===== src/rtl/core/phkv_pkg.sv =====
// Package with the types, codes and helper functions of the paged hash store.
`timescale 1ns / 1ps
package phkv_pkg;

    localparam int TS_W = 11;
    localparam int KB_W = 4;
    localparam int CFG_IDX_W = 2;
    localparam logic [63:0] HASH_SEED = 64'd5381;

    localparam logic [1:0] FN_GET = 2'd0;
    localparam logic [1:0] FN_PUT = 2'd1;
    localparam logic [1:0] FN_RESTART = 2'd2;
    localparam logic [1:0] FN_NEXT = 2'd3;

    localparam logic [1:0] STAT_OK = 2'd0;
    localparam logic [1:0] STAT_NOTFOUND = 2'd1;
    localparam logic [1:0] STAT_FULL = 2'd2;
    localparam logic [1:0] STAT_END = 2'd3;

    localparam logic [CFG_IDX_W-1:0] REG_TABLE_SIZE = 2'd0;
    localparam logic [CFG_IDX_W-1:0] REG_KEY_BYTES = 2'd1;

    localparam logic [TS_W-1:0] TS_RESET = 11'd1024;
    localparam logic [KB_W-1:0] KB_RESET = 4'd8;

    typedef struct packed {
        logic [1:0]  func;
        logic [63:0] key;
        logic [63:0] value;
    } t_cmd;

    typedef struct packed {
        logic [1:0]  status;
        logic [63:0] key_out;
        logic [63:0] value_out;
    } t_res;

    typedef enum logic [2:0] {
        S_CLEAR,
        S_IDLE,
        S_HASH,
        S_READ,
        S_CHECK,
        S_IREAD,
        S_ICHECK
    } t_state;

    function automatic logic [KB_W-1:0] eff_kbytes(input logic [KB_W-1:0] kb);
        logic [KB_W-1:0] r;
        r = kb;
        if (kb == '0) begin
            r = 4'd1;
        end else if (kb > 4'd8) begin
            r = 4'd8;
        end
        return r;
    endfunction

    function automatic logic [63:0] key_mask(input logic [KB_W-1:0] n);
        logic [63:0] m;
        m = '0;
        for (int i = 0; i < 8; i++) begin
            if (i < int'(n)) begin
                m[8*i +: 8] = 8'hFF;
            end
        end
        return m;
    endfunction

endpackage


===== src/rtl/core/phkv_hash.sv =====
// Byte-serial djb2 hash followed by a bit-serial remainder by the table size.
`timescale 1ns / 1ps
module phkv_hash (
    input  logic                     i_clk,
    input  logic                     i_rst_n,
    input  logic                     i_start,
    input  logic [63:0]              i_key,
    input  logic [phkv_pkg::KB_W-1:0] i_nbytes,
    input  logic [phkv_pkg::TS_W-1:0] i_mod,
    output logic                     o_done,
    output logic [phkv_pkg::TS_W-1:0] o_rem
);
    logic                      r_run;
    logic                      r_div;
    logic                      r_done;
    logic [6:0]                r_cnt;
    logic [63:0]               r_h;
    logic [63:0]               r_k;
    logic [phkv_pkg::TS_W-1:0] r_rem;
    logic [phkv_pkg::TS_W-1:0] r_mod;
    logic [phkv_pkg::TS_W:0]   n_trial;
    logic [phkv_pkg::TS_W-1:0] n_rem;

    always_comb begin
        n_trial = {r_rem, r_h[63]};
        if (n_trial >= {1'b0, r_mod}) begin
            n_rem = phkv_pkg::TS_W'(n_trial - {1'b0, r_mod});
        end else begin
            n_rem = phkv_pkg::TS_W'(n_trial);
        end
    end

    always_ff @(posedge i_clk) begin
        if (!i_rst_n) begin
            r_run  <= 1'b0;
            r_div  <= 1'b0;
            r_done <= 1'b0;
        end else begin
            r_done <= 1'b0;
            if (i_start) begin
                r_run <= 1'b1;
                r_div <= 1'b0;
                r_h   <= phkv_pkg::HASH_SEED;
                r_k   <= i_key;
                r_cnt <= 7'(i_nbytes) - 7'd1;
                r_mod <= i_mod;
            end else if (r_run && !r_div) begin
                r_h <= (r_h << 5) + r_h + {56'd0, r_k[7:0]};
                r_k <= r_k >> 8;
                if (r_cnt == '0) begin
                    r_div <= 1'b1;
                    r_cnt <= 7'd63;
                    r_rem <= '0;
                end else begin
                    r_cnt <= r_cnt - 7'd1;
                end
            end else if (r_run) begin
                r_rem <= n_rem;
                r_h   <= r_h << 1;
                if (r_cnt == '0) begin
                    r_run  <= 1'b0;
                    r_div  <= 1'b0;
                    r_done <= 1'b1;
                end else begin
                    r_cnt <= r_cnt - 7'd1;
                end
            end
        end
    end

    assign o_done = r_done;
    assign o_rem  = r_rem;
endmodule


===== config.mk =====
export PLATFORM = sky130hd
export DESIGN_NAME = phkv_hash
export DESIGN_NICKNAME = d
export VERILOG_FILES = /design/src/rtl/core/phkv_pkg.sv /design/src/rtl/core/phkv_hash.sv
export SDC_FILE = /design/constraint.sdc
export NUM_CORES = 1
export LEC_CHECK = 0
export BUFFER_PORTS_ARGS = -buffer_cell sky130_fd_sc_hd__buf_4
export CAP_MARGIN = 20
export CORE_MARGIN = 4
export CORE_UTILIZATION = 29
export CTS_CLUSTER_DIAMETER = 200
export DETAILED_ROUTE_END_ITERATION = 6
export GPL_TIMING_DRIVEN = 0
export HOLD_SLACK_MARGIN = 0.05
export PLACE_DENSITY = 0.54
export SLEW_MARGIN = 5
export SYNTH_ARGS = -nofsm -noshare
export SYNTH_HDL_FRONTEND = slang
export SYNTH_SLANG_ARGS = --single-unit

===== constraint.sdc =====
create_clock -name i_clk -period 3.9 [get_ports i_clk]
set_input_delay 0 -clock i_clk [delete_from_list [all_inputs] [get_ports i_clk]]
set_output_delay 0 -clock i_clk [all_outputs]
set_load 0.01 [all_outputs]

==> results.txt <==
----------------------------------------------------
[STA]
  WHS ... 0.284 ns
  Post-route clock skew ... 0.0169 ns
  Max Clk Rate ... 0.264 GHz
  Final period util ... 97.0%
  Relative max-transition margin ... 41.3%
  Hold violation total from the final report ... 0
  Worst Slack Setup Final ... 0.118 ns
  Total setup violations reported at the end of the flow ... 0
  Final-layout setup total negative slack ... 0 ns
  Final Critical Period ... 3.78 ns
  Worst slew pin tran ... 0.881 ns
  Number of max-slew violations in the final report ... 0

[Worst setup path]
  Startpoint kind of the worst setup timing path ... flop
  Cell Chain, Critical Path ... fa_1 > ha_1 > nand2_2 > o21ai_2 > a31oi_2 > nor4b_4 > nor2_2 > o2111a_2 > o41ai_4 > buf_4 > nand4_1 > a32o_1
  Max stage delay cell, worst path ... fa_1
  WS Path Type ... reg -> reg
  Crit path capture type ... flop
  Top cell family by delay on the critical path ... compound AO/OA/AOI/OAI gates
  Worst endpoint data arrival time ... 3.98 ns
  Required @ worst endpoint ... 4.10 ns
  Sum of buffers and inverters on the critical path ... 1
  FF-to-FF Start ... r_h[6]$_SDFFCE_PP0P_
  Maximum fanout encountered on the critical timing path ... 6
  Timing startpoint of the critical path ... r_h[6]$_SDFFCE_PP0P_
  Peak per-stage delay on the critical path ... 0.50 ns
  Register-to-register path setup slack ... 0.12 ns

[Pwr]
  Leakage Power ... 6.13 nW
  Share of total power in sequential cells ... 37.6%
  IR drop worst, VDD ... 0.303 mV
  Cell-internal power ... 3.74 mW
  Net Sw Frac ... 34.3%
  Sw power ... 1.95 mW
  Clk network pwr share ... 29.0%
  P per Cell Area ... 377 mW/mm^2
  Gate power share ... 33.5%

[GRT]
  Largest net degree at the start of global routing ... 42
  Via count of the first global-routing pass ... 10200
  Number of antenna violations at the first check in global routing ... 1
  Total GRT Usage ... 15.3%
  Sum of overflow across all layers after global routing ... 0
  First-pass GRT wire length ... 55200 microns

[Logic synthesis]
  Number of enable flip-flop cells after synthesis ... 157
  Post-synthesis cell count ... 1221
  Warning count from the yosys run ... 0
  Area share of the largest cell type after synthesis ... 39.1%
  Register bit count reported by yosys ... 160
  Most instantiated flip-flop cell in the synthesis netlist ... edfxtp_1
  Cell area after synthesis ... 0.0121 sq mm
  Sequential element share of the synthesized area ... 39.6%
  Proportion of register bits with asynchronous set or reset after synthesis ... 0%
  Biggest area consumer among synthesized cells ... edfxtp_1
  Mean instance size in the synthesized netlist ... 9.87 sq um
  Number of library cell types mapped by synthesis ... 71
  Top cells by area, synth ... edfxtp_1 (39%), ha_1 (14%), a21oi_1 (5.6%)
  Post-synthesis net count ... 1443

[Detailed routing]
  Post-DRT Antenna Nets ... 0
  Final wirelength ... 34700 microns
  Average routed wire per standard cell ... 17.6 microns
  DRC marker count from the first detailed-route iteration ... 735
  Number of detailed-route iterations in the first pass ... 7
  Drt via density ... 5.16
  Number of vias in the routed layout ... 10200
  Number of design rule violations left after detail routing ... 0

[Cells and area]
  Most frequent standard cell in the layout excluding fill and tap cells ... edfxtp_1
  Synth-to-Final Area Change ... 25.3%
  Commonest cells after routing, fill and taps aside ... edfxtp_1 (157), ha_1 (135), a21oi_1 (133)
  NumNets Final ... 1648
  Fraction of final layout cells sized beyond drive strength 1 ... 16.4%
  Post-Layout Inst Area ... 0.0151 sq mm

[Outcome]
  Outcome ... finished, final reports clean

[Clocking]
  Root Driver ... clkbuf_16
  Clock transition at the registers of the reported paths ... 0.07 ns
  Clk sink count ... 160
  Latest clock arrival within the worst-skew pair ... 0.45 ns
  Deepest level of the CTS H-tree ... 4
  CTS tree ... yes
  Number of buffers added by the clock tree synthesis step ... 17
  Buffer depth of the longest clock path ... 2

[Placed design]
  Minimum setup slack after placement ... -0.466 ns
  Port bufs ... 92
  Dpl hpwl ... 26100 microns
  Global placer's final weighted congestion ... 0.874
  Standard cell area after detailed placement ... 0.0135 sq mm

[Die]
  Overall die width ... 212 microns
  I/O pin count ... 94
  Standard-cell rows ... 74
  Placeable core area ... 0.0409 sq mm
  Total die area ... 0.0449 sq mm
  Height of the chip ... 212 microns
  Effective utilization at floorplan ... 29.4%

[Job]
  Number of maximum-capacitance constraint violations ... 0

[Hold path]
  Min-Delay Startpoint ... i_mod[6]
  Class of the worst hold path ... in -> reg

----------------------------------------------------
-- registers in the layout (all words and copies together) (netlist names) --
signal and count:
r_h 64, r_k 64, o_rem 11, r_mod 11, r_cnt 7, o_done 1, r_div 1, r_run 1
-- path summary, 6_finish.rpt --
path	endpoint	depth (start not counted)
max	r_h[60]$_SDFFCE_PP0P_	12
min	r_mod[6]$_DFFE_PP_	2
max reg2reg	r_h[60]$_SDFFCE_PP0P_	12
min reg2reg	r_k[5]$_DFFE_PP_	1
-- synth_stat cells, types with 9 or more instances --
library cell and n:
mux2_2 56, ha_1 135, inv_1 41, and3_1 9
xor2_1 20, o21bai_1 18, o21ai_0 64, clkbuf_1 37
a21oi_1 136, xnor2_1 29, nor3_1 32, nor2_1 66
nand2_1 131, nand3_1 24, edfxtp_1 157, and2_1 15
a21o_1 37, a31oi_1 14, nand4_1 20, nor2b_1 13
o21a_1 19
-- worst reg2reg max path: cells and delay by family, from the launching register on --
kind                     cells  cell delay (ns)
flip-flops                   1             0.49
AO/OA/AOI/OAI                5             1.21
adder cells (fa/ha/maj)      2             0.94
buffers and inverters        1             0.19
AND/OR/NAND/NOR              4             0.71
-- kinds of logic (layout without fill, tap and decap cells) --
logic type	after synthesis	count (layout)	synth area share [%]
and+or+nand+nor	351	351	13.9
xor gates and xnor gates	49	49	3.56
other	0	1	0
DFF	160	160	39.6
buffers and inverters	95	312	3.11
adders and majority gates	140	140	14.8
muxes	61	61	5.65
AOI/OAI and AO/OA	365	365	19.3
-- routing by layer --
layer | part of all wire, % | global-route usage [%]
met1 | 47 | 21.1
met2 | 47 | 25.0
met3 | 4.8 | 3.08
met4 | 1.3 | 3.53
met5 | 0 | 0
-- metrics by stage --
stage	total power, mW	util, %	std cells
2_1_floorplan	3.43	-	1221
3_3_place_gp	3.89	32.8	1845
3_5_place_dp	3.92	33.0	1849
4_1_cts	5.66	36.5	1962
5_1_grt	6.02	36.9	1971
6_report	5.69	36.9	1971
-- layout make-up --
type | count | area (sq um)
Antenna cell | 1 | 2.50
Buffer | 54 | 221
Clock buffer | 18 | 429
Clock inverter | 13 | 128
Fill cell | 4126 | 25800
Inverter | 41 | 154
Multi-Input combinational cell | 966 | 7080
Sequential cell | 160 | 4770
Tap cell | 532 | 666
Timing Repair Buffer | 186 | 1640
-- repair_timing --
item,CTS,global route
gates resized for setup,13,21
setup endpoints to repair,16,16
pin swaps,2,7
hold buffers,80,0
hold endpoints to repair,88,0
cloned,0,0
buffers inserted,2,7
-- power by group through the flow --
stage | combinational (mW) | sequential, mW | clock, mW
4_1_cts | 1.85 | 2.14 | 1.68
2_1_floorplan | 1.30 | 2.13 | 0
5_1_grt | 2.13 | 2.15 | 1.75
3_3_place_gp | 1.71 | 2.18 | 0
6_report | 1.90 | 2.14 | 1.65
3_5_place_dp | 1.75 | 2.17 | 0
Power figures use the tool's default switching activity.
